## src/rtl/core/lgrs_pkg.sv

```systemverilog
package lgrs_pkg;

	// Board geometry
	localparam int MAX_WIDTH = 64;
	localparam int ROW_W     = 64;
	localparam int WIDTH_W   = 7;
	localparam logic [WIDTH_W-1:0] ROW_WIDTH_RESET = WIDTH_W'(MAX_WIDTH);

	// Configuration port
	localparam int PADDR_W   = 3;
	localparam int PDATA_W   = 32;
	localparam int REG_IDX_W = PADDR_W - 2;
	localparam logic [REG_IDX_W-1:0] REG_ROW_WIDTH = REG_IDX_W'(0);

	// Result queue
	localparam int FIFO_PTR_W = 2;
	localparam int FIFO_DEPTH = 1 << FIFO_PTR_W;
	localparam int FIFO_CNT_W = FIFO_PTR_W + 1;

	typedef struct packed {
		logic             frame_last;
		logic [ROW_W-1:0] row_cells;
	} row_item_t;

	typedef struct packed {
		logic             frame_end;
		logic [ROW_W-1:0] next_row;
	} res_item_t;

	// Masked bits one cell shows its neighbors
	typedef struct packed {
		logic above;
		logic middle;
		logic fresh;
	} col_bits_t;

	// Row-wide control fanned out to every cell
	typedef struct packed {
		logic load;
		logic have_middle;
		logic last;
	} cell_ctrl_t;

	// B3/S23
	function automatic logic life_rule(input logic [3:0] n, input logic alive);
		life_rule = (n == 4'd3) || (alive && (n == 4'd2));
	endfunction

endpackage

```

## src/rtl/core/lgrs_cell.sv

```systemverilog
module lgrs_cell import lgrs_pkg::*; (
	input  logic       clk,
	input  logic       arst_n,
	input  cell_ctrl_t ctrl,
	input  logic       en,
	input  logic       row_bit,
	input  col_bits_t  left,
	input  col_bits_t  right,
	output col_bits_t  self_bits,
	output logic       res_up,
	output logic       res_low
);

	logic       above_q;
	logic       middle_q;
	logic [3:0] n_up;
	logic [3:0] n_low;
	logic       up_mid;

	// Column bits masked by the width currently in force
	assign self_bits.above  = above_q & en;
	assign self_bits.middle = middle_q & en;
	assign self_bits.fresh  = row_bit & en;

	// Held middle row released with the new row below it
	assign n_up = 4'(left.above) + 4'(self_bits.above) + 4'(right.above)
		+ 4'(left.middle) + 4'(right.middle)
		+ 4'(left.fresh) + 4'(self_bits.fresh) + 4'(right.fresh);
	assign res_up = en & life_rule(n_up, self_bits.middle);

	// Bottom row: held middle above, dead row below
	assign up_mid = ctrl.have_middle;
	assign n_low = (up_mid ? (4'(left.middle) + 4'(self_bits.middle) + 4'(right.middle))
		: 4'd0) + 4'(left.fresh) + 4'(right.fresh);
	assign res_low = en & life_rule(n_low, self_bits.fresh);

	// Shift the window down one row on each transfer; a bottom-row transfer clears it
	always_ff @(posedge clk or negedge arst_n) begin
		if (!arst_n) begin
			above_q  <= 1'b0;
			middle_q <= 1'b0;
		end else if (ctrl.load) begin
			if (ctrl.last) begin
				above_q  <= 1'b0;
				middle_q <= 1'b0;
			end else begin
				above_q  <= ctrl.have_middle & self_bits.middle;
				middle_q <= self_bits.fresh;
			end
		end
	end

endmodule

```

## src/rtl/core/lgrs_res_queue.sv

```systemverilog
module lgrs_res_queue import lgrs_pkg::*; (
	input  logic      clk,
	input  logic      arst_n,
	input  logic      push_a,
	input  res_item_t item_a,
	input  logic      push_b,
	input  res_item_t item_b,
	output logic      space,
	output logic      res_valid,
	input  logic      res_ready,
	output res_item_t res_data
);

	res_item_t             mem_q [FIFO_DEPTH];
	logic [FIFO_PTR_W-1:0] wr_ptr_q;
	logic [FIFO_PTR_W-1:0] rd_ptr_q;
	logic [FIFO_CNT_W-1:0] count_q;
	logic [FIFO_PTR_W-1:0] b_ptr;
	logic                  pop;

	// Room for the two results one row can release
	assign space     = count_q <= FIFO_CNT_W'(FIFO_DEPTH - 2);
	assign res_valid = count_q != '0;
	assign res_data  = mem_q[rd_ptr_q];
	assign pop       = res_valid & res_ready;
	assign b_ptr     = wr_ptr_q + FIFO_PTR_W'(push_a);

	// Entry storage
	always_ff @(posedge clk) begin
		if (push_a) begin
			mem_q[wr_ptr_q] <= item_a;
		end
		if (push_b) begin
			mem_q[b_ptr] <= item_b;
		end
	end

	// Pointers and fill level
	always_ff @(posedge clk or negedge arst_n) begin
		if (!arst_n) begin
			wr_ptr_q <= '0;
			rd_ptr_q <= '0;
			count_q  <= '0;
		end else begin
			wr_ptr_q <= wr_ptr_q + FIFO_PTR_W'(push_a) + FIFO_PTR_W'(push_b);
			rd_ptr_q <= rd_ptr_q + FIFO_PTR_W'(pop);
			count_q  <= count_q + FIFO_CNT_W'(push_a) + FIFO_CNT_W'(push_b)
				- FIFO_CNT_W'(pop);
		end
	end

endmodule

```

## src/rtl/core/life_generation_row_stream_unit.sv

```systemverilog
// Conway Life (B3/S23) row stream, one generation per pass over the board.
// Row channel (row_valid/row_ready/row_data): the current generation enters
// top row first, one 64-bit row per transfer; frame_last marks the bottom row.
// Result channel (res_valid/res_ready/res_data): next-generation rows leave in
// board order. A row transfer releases the result for the row above it into
// the result queue. The bottom row releases that result and then its own, marked
// frame_end, computed with a dead row below. A one-row frame gives one result.
// Throughput: one row per cycle. The chain of 64 column cells evaluates both
// candidate results in the cycle of the transfer; a four-entry result queue
// absorbs the extra result of a bottom row, so row_ready stays high as long as
// the receiver drains one result per cycle on average.
// When the receiver stalls, rows keep flowing until the queue holds more than
// two results; row_ready then drops until results are taken.
// APB register 0 (row_width, 7 bits): columns at or beyond it are dead; 0 acts
// as 1. Write it only while the block is idle. pready is always high.
// Reset: held rows clear (frame restarts), result queue empties, row_width
// returns to 64.
module life_generation_row_stream_unit import lgrs_pkg::*; (
	input  logic               clk,
	input  logic               arst_n,
	input  logic               row_valid,
	output logic               row_ready,
	input  row_item_t          row_data,
	output logic               res_valid,
	input  logic               res_ready,
	output res_item_t          res_data,
	input  logic               psel,
	input  logic               penable,
	input  logic               pwrite,
	input  logic [PADDR_W-1:0] paddr,
	input  logic [PDATA_W-1:0] pwdata,
	output logic [PDATA_W-1:0] prdata,
	output logic               pready
);

	logic [WIDTH_W-1:0]   row_width_q;
	logic [WIDTH_W-1:0]   eff_w;
	logic [MAX_WIDTH-1:0] en;
	logic                 have_middle_q;
	logic                 accept;
	logic                 reg_hit;
	cell_ctrl_t           ctrl;
	col_bits_t            cb [MAX_WIDTH];
	logic [ROW_W-1:0]     res_up_v;
	logic [ROW_W-1:0]     res_low_v;
	res_item_t            item_a;
	res_item_t            item_b;

	// Configuration port
	assign pready  = 1'b1;
	assign reg_hit = paddr[PADDR_W-1:2] == REG_ROW_WIDTH;
	assign prdata  = reg_hit ? PDATA_W'(row_width_q) : '0;

	always_ff @(posedge clk or negedge arst_n) begin
		if (!arst_n) begin
			row_width_q <= ROW_WIDTH_RESET;
		end else if (psel && penable && pwrite && pready && reg_hit) begin
			row_width_q <= pwdata[WIDTH_W-1:0];
		end
	end

	// Column enables from the clamped width
	always_comb begin
		if (row_width_q == '0) begin
			eff_w = WIDTH_W'(1);
		end else if (row_width_q > WIDTH_W'(MAX_WIDTH)) begin
			eff_w = WIDTH_W'(MAX_WIDTH);
		end else begin
			eff_w = row_width_q;
		end
		for (int c = 0; c < MAX_WIDTH; c++) begin
			en[c] = WIDTH_W'(c) < eff_w;
		end
	end

	// Frame tracking
	assign accept = row_valid & row_ready;

	always_ff @(posedge clk or negedge arst_n) begin
		if (!arst_n) begin
			have_middle_q <= 1'b0;
		end else if (accept) begin
			have_middle_q <= !row_data.frame_last;
		end
	end

	assign ctrl.load        = accept;
	assign ctrl.have_middle = have_middle_q;
	assign ctrl.last        = row_data.frame_last;

	// Chain of column cells, dead beyond both edges
	for (genvar c = 0; c < MAX_WIDTH; c++) begin : g_col
		col_bits_t left_n;
		col_bits_t right_n;

		if (c == 0) begin : g_l_edge
			assign left_n = '0;
		end else begin : g_l_mid
			assign left_n = cb[c-1];
		end
		if (c == MAX_WIDTH - 1) begin : g_r_edge
			assign right_n = '0;
		end else begin : g_r_mid
			assign right_n = cb[c+1];
		end

		lgrs_cell u_cell (
			.clk       (clk),
			.arst_n    (arst_n),
			.ctrl      (ctrl),
			.en        (en[c]),
			.row_bit   (row_data.row_cells[c]),
			.left      (left_n),
			.right     (right_n),
			.self_bits (cb[c]),
			.res_up    (res_up_v[c]),
			.res_low   (res_low_v[c])
		);
	end

	if (MAX_WIDTH < ROW_W) begin : g_pad
		assign res_up_v[ROW_W-1:MAX_WIDTH]  = '0;
		assign res_low_v[ROW_W-1:MAX_WIDTH] = '0;
	end

	// Results into the queue, released row first
	assign item_a.frame_end = 1'b0;
	assign item_a.next_row  = res_up_v;
	assign item_b.frame_end = 1'b1;
	assign item_b.next_row  = res_low_v;

	lgrs_res_queue u_queue (
		.clk       (clk),
		.arst_n    (arst_n),
		.push_a    (accept & have_middle_q),
		.item_a    (item_a),
		.push_b    (accept & row_data.frame_last),
		.item_b    (item_b),
		.space     (row_ready),
		.res_valid (res_valid),
		.res_ready (res_ready),
		.res_data  (res_data)
	);

endmodule

```

## config.mk

```make
export PLATFORM = sky130hd
export DESIGN_NAME = life_generation_row_stream_unit
export DESIGN_NICKNAME = d
export VERILOG_FILES = /design/src/rtl/core/lgrs_pkg.sv /design/src/rtl/core/lgrs_cell.sv /design/src/rtl/core/lgrs_res_queue.sv /design/src/rtl/core/life_generation_row_stream_unit.sv
export SDC_FILE = /design/constraint.sdc
export NUM_CORES = 2
export LEC_CHECK = 0
export ABC_AREA = 1
export BUFFER_PORTS_ARGS = -buffer_cell sky130_fd_sc_hd__buf_2
export CELL_PAD_IN_SITES_DETAIL_PLACEMENT = 1
export CELL_PAD_IN_SITES_GLOBAL_PLACEMENT = 2
export CORE_MARGIN = 5
export CORE_UTILIZATION = 28
export CTS_CLUSTER_DIAMETER = 120
export DETAILED_ROUTE_END_ITERATION = 8
export PLACE_DENSITY_LB_ADDON = 0.1
export SLEW_MARGIN = 10
export SYNTH_ARGS = -nofsm -noshare
export SYNTH_HDL_FRONTEND = slang
export SYNTH_SLANG_ARGS = --single-unit
```

## constraint.sdc

```tcl
create_clock -name clk -period 4.2 [get_ports clk]
set_input_delay 0.42 -clock clk [delete_from_list [all_inputs] [get_ports clk]]
set_output_delay 0.42 -clock clk [all_outputs]
set_load 0.05 [all_outputs]
```

==> impl_metrics.env <==
export IMPL_hold_viol=0
export IMPL_skew_ns=0.0230
export IMPL_worst_r2r_cell_count=23
export IMPL_violations="negative setup slack"
export IMPL_vias_per_cell=4.77
export IMPL_final_cell_mix="753 x buf_4, 730 x inv_1, 636 x nand2_1"
export IMPL_yosys_area_top_type_share_pct=19.4
export IMPL_dr_first_iter_drc_count=1558
export IMPL_status="finished, violations left"
export IMPL_grt_overflow=0
export IMPL_finalPower_w=0.0411
export IMPL_synth_edff_count=256
export IMPL_path_class="reg2reg"
export IMPL_ys_flop_type="edfxtp_1"
export IMPL_fin_tns_setup_ns=-23.75
export IMPL_final_common_cell="buf_4"
export IMPL_drc=0
export IMPL_r2r_start="row_width_q[6]"
export IMPL_syn_area_sq_mm=0.0397
export IMPL_path_max_fanout=6
export IMPL_ys_ff_latch=403
export IMPL_coreArea_sq_mm=0.141
export IMPL_htree_levels=2
export IMPL_rows=138
export IMPL_p_leak_nw=26.5
export IMPL_ios=207
export IMPL_place_congestion=0.810
export IMPL_tritoncts="built"
export IMPL_fin_crit_sh_pct=106
export IMPL_nets=6515
export IMPL_placed_area_sq_mm=0.0474
export IMPL_crit_path_end_kind="register"
export IMPL_grt_use_total_pct=21.1
export IMPL_fmax_mhz=224
export IMPL_synth_area_leaders="edfxtp_1 19%, fa_1 17%, ha_1 14%"
export IMPL_die_y_um=387
export IMPL_place_ws_ns=-0.570
export IMPL_dieArea_sq_mm=0.149
export IMPL_p_per_area_mw_per_mm2=722
export IMPL_met3_usage_pct=2.72
export IMPL_grt_max_degree=103
export IMPL_clkTransAtPathRegs_ns=0.06
export IMPL_slew_headroom_pct=20.6
export IMPL_synth_cell_types=66
export IMPL_fillers=16400
export IMPL_seq_area_frac_synth_pct=28.6
export IMPL_met1_usage_pct=28.0
export IMPL_grt_pass1_vias=38400
export IMPL_drv_slew=0
export IMPL_fin_area_sq_mm=0.0569
export IMPL_hold_start="pwdata[3]"
export IMPL_reg2reg_slack_ns=-0.27
export IMPL_portBuffers=153
export IMPL_clockBufferDepth=3
export IMPL_multi_input_area_sq_mm=0.0287
export IMPL_crit_path_start_kind="register"
export IMPL_timing_rr_end="u_queue.mem_q[0][45]"
export IMPL_setup_viol=230
export IMPL_grt_setup_unrepaired="yes"
export IMPL_wl_per_cell_um=21.3
export IMPL_num_vias=36200
export IMPL_avgSynthCellArea_sq_um=8.57
export IMPL_drive_gt1_share_pct=37.2
export IMPL_cp_required_ns=4.69
export IMPL_cts_made_buffers=56
export IMPL_postRouteAntennaNets=0
export IMPL_syn_inst=4633
export IMPL_cts_root_buf="clkbuf_16"
export IMPL_critPathArrivalTime_ns=4.95
export IMPL_maxCapViolCount=0
export IMPL_clk_insertion_delay_late_ns=0.66
export IMPL_drt_pass1_iterations=7
export IMPL_start_util_pct=28.1
export IMPL_period_needed_ns=4.47
export IMPL_min_to="row_width_q[3]"
export IMPL_met2_usage_pct=36.6
export IMPL_worstMarginPinSlew_ns=1.19
export IMPL_antenna_found_initial=10
export IMPL_ys_warn_count=0
export IMPL_yosysTopAreaCell="edfxtp_1"
export IMPL_syn2layout_area_growth_pct=43.4
export IMPL_layout_setup_ws_ns=-0.266
export IMPL_clock_sinks=403
export IMPL_hpwl_mm=115
export IMPL_hold_class="in2reg"
export IMPL_chipWidth_um=387
export IMPL_grt_busiest_layer="met2"
export IMPL_max_vdd_ir_drop_mv=0.398
export IMPL_final_seq_area_sq_mm=0.0114
export IMPL_grt_first_pass_wirelength_mm=242
export IMPL_finalWirelength_mm=162
export IMPL_hold_path_depth=3
export IMPL_async_flop_share_pct=35.5
## state kept, by name, summed over array words and instances, names as in the netlist
| signal | cells |
|---|---|
| u_queue.mem_q | 260 |
| row_width_q | 7 |
| g_col.u_cell.above_q | 64 |
| u_queue.rd_ptr_q | 2 |
| have_middle_q | 1 |
| u_queue.wr_ptr_q | 2 |
| g_col.u_cell.middle_q | 64 |
| u_queue.count_q | 3 |
## layout make-up
type	count	area share (%)
Multi-Input combinational cell	3174	50.4
Sequential cell	403	20.0
Timing Repair Buffer	1096	15.9
Inverter	907	6.24
Tap cell	1890	4.15
Clock buffer	66	2.60
Clock inverter	40	0.697
Timing Repair inverter	1	0.0154
Antenna cell	3	0.0132
## cells in the mapped netlist, types with 3 or more instances
master and count:
o22ai_1 239, nor2_1 355, nor3_1 13, nand3_1 101
o211a_1 6, dfrtp_1 142, nand2_1 788, dfxtp_1 4
o21bai_1 9, nand3_2 4, nor4_1 3, xnor2_1 64
inv_1 879, nand2_4 3, clkbuf_1 107, xor2_1 23
nor2_4 10, nand2_2 26, nand4_1 22, buf_2 31
or2_1 15, o21ai_1 35, a31o_2 23, a21oi_1 67
nor3b_1 7, o21ai_2 17, edfxtp_1 256, a31oi_1 11
o32ai_1 5, inv_2 26, o2111ai_1 34, o221ai_1 3
a221oi_1 8, ha_1 439, buf_4 31, o21ai_0 390
nor2_2 7, a21oi_2 12, a211oi_1 13, fa_1 330
o211ai_1 32, o31ai_1 10
## report_power, final
part | leakage (nW) | total [W] | switching (W) | internal [W]
clock network | 0.911 | 0.00503 | 0.00209 | 0.00295
registers | 4.31 | 0.00568 | 0.000566 | 0.00512
logic | 21.3 | 0.0304 | 0.0184 | 0.0120
total | 26.5 | 0.0411 | 0.0211 | 0.0200
## critical path, stage by stage (launching register included)
cell and delay, ns:
dfstp_2 0.63, inv_4 0.07, nand2_4 0.08, buf_6 0.13
nor3_4 0.04, buf_12 0.14, buf_6 0.11, a21oi_4 0.15
buf_12 0.15, nand2_8 0.07, buf_6 0.14, xnor2_4 0.12
fa_1 0.50, inv_2 0.10, xor2_1 0.17, inv_1 0.10
ha_4 0.22, fa_2 0.37, inv_2 0.06, fa_2 0.42
nor2_2 0.10, nand4_1 0.12, buf_6 0.16, o22ai_2 0.10
## logic make-up after synthesis
logic type | synth area share, %
adder cells (fa/ha/maj) | 30.5
AO/OA/AOI/OAI | 14.0
buffers and inverters | 10.6
flip-flops | 28.6
XOR/XNOR | 1.92
other | 0.0189
AND/OR/NAND/NOR | 14.3
## timing repair
action | in CTS | in global routing
hold endpoints to repair | 45 | 0
hold buffers | 1 | 0
cloned | 1 | 0
setup endpoints to repair | 248 | 248
pin swaps | 382 | 455
buffers inserted | 158 | 162
resized for setup | 792 | 533
## layer usage
| layer | wire, um | part of all wire, % |
|---|---|---|
| met3 | 4970 | 3.1 |
| met4 | 3690 | 2.3 |
| met5 | 27 | 0.017 |
| met1 | 73200 | 45 |
| met2 | 79900 | 49 |
## how the worst max path moves through the flow
stage	slack, ns	cells past startpoint	endpoint	startpoint
2_1_floorplan	0.00006	24	u_queue.mem_q[0][56]	row_width_q[6]
3_3_place_gp	-0.54	20	u_queue.mem_q[2][44]	row_width_q[6]
3_5_place_dp	-0.57	21	u_queue.mem_q[0][21]	row_width_q[6]
4_1_cts	-0.24	23	u_queue.mem_q[3][40]	row_width_q[6]
5_1_grt	-0.42	24	u_queue.mem_q[0][45]	row_width_q[2]
6_report	-0.27	23	u_queue.mem_q[0][45]	row_width_q[6]
## per-stage QoR
stage	instances	hold WS, ns	util, %
final	7580	0.138	40.3
after global routing	7577	0.132	40.3
after CTS	7421	0.0727	37.9
after detailed placement	7164	0.443	33.6
after global placement	7164	0.427	33.6
after floorplan	4657	0.124	-
No activity file was read; power rests on OpenSTA's default activity.
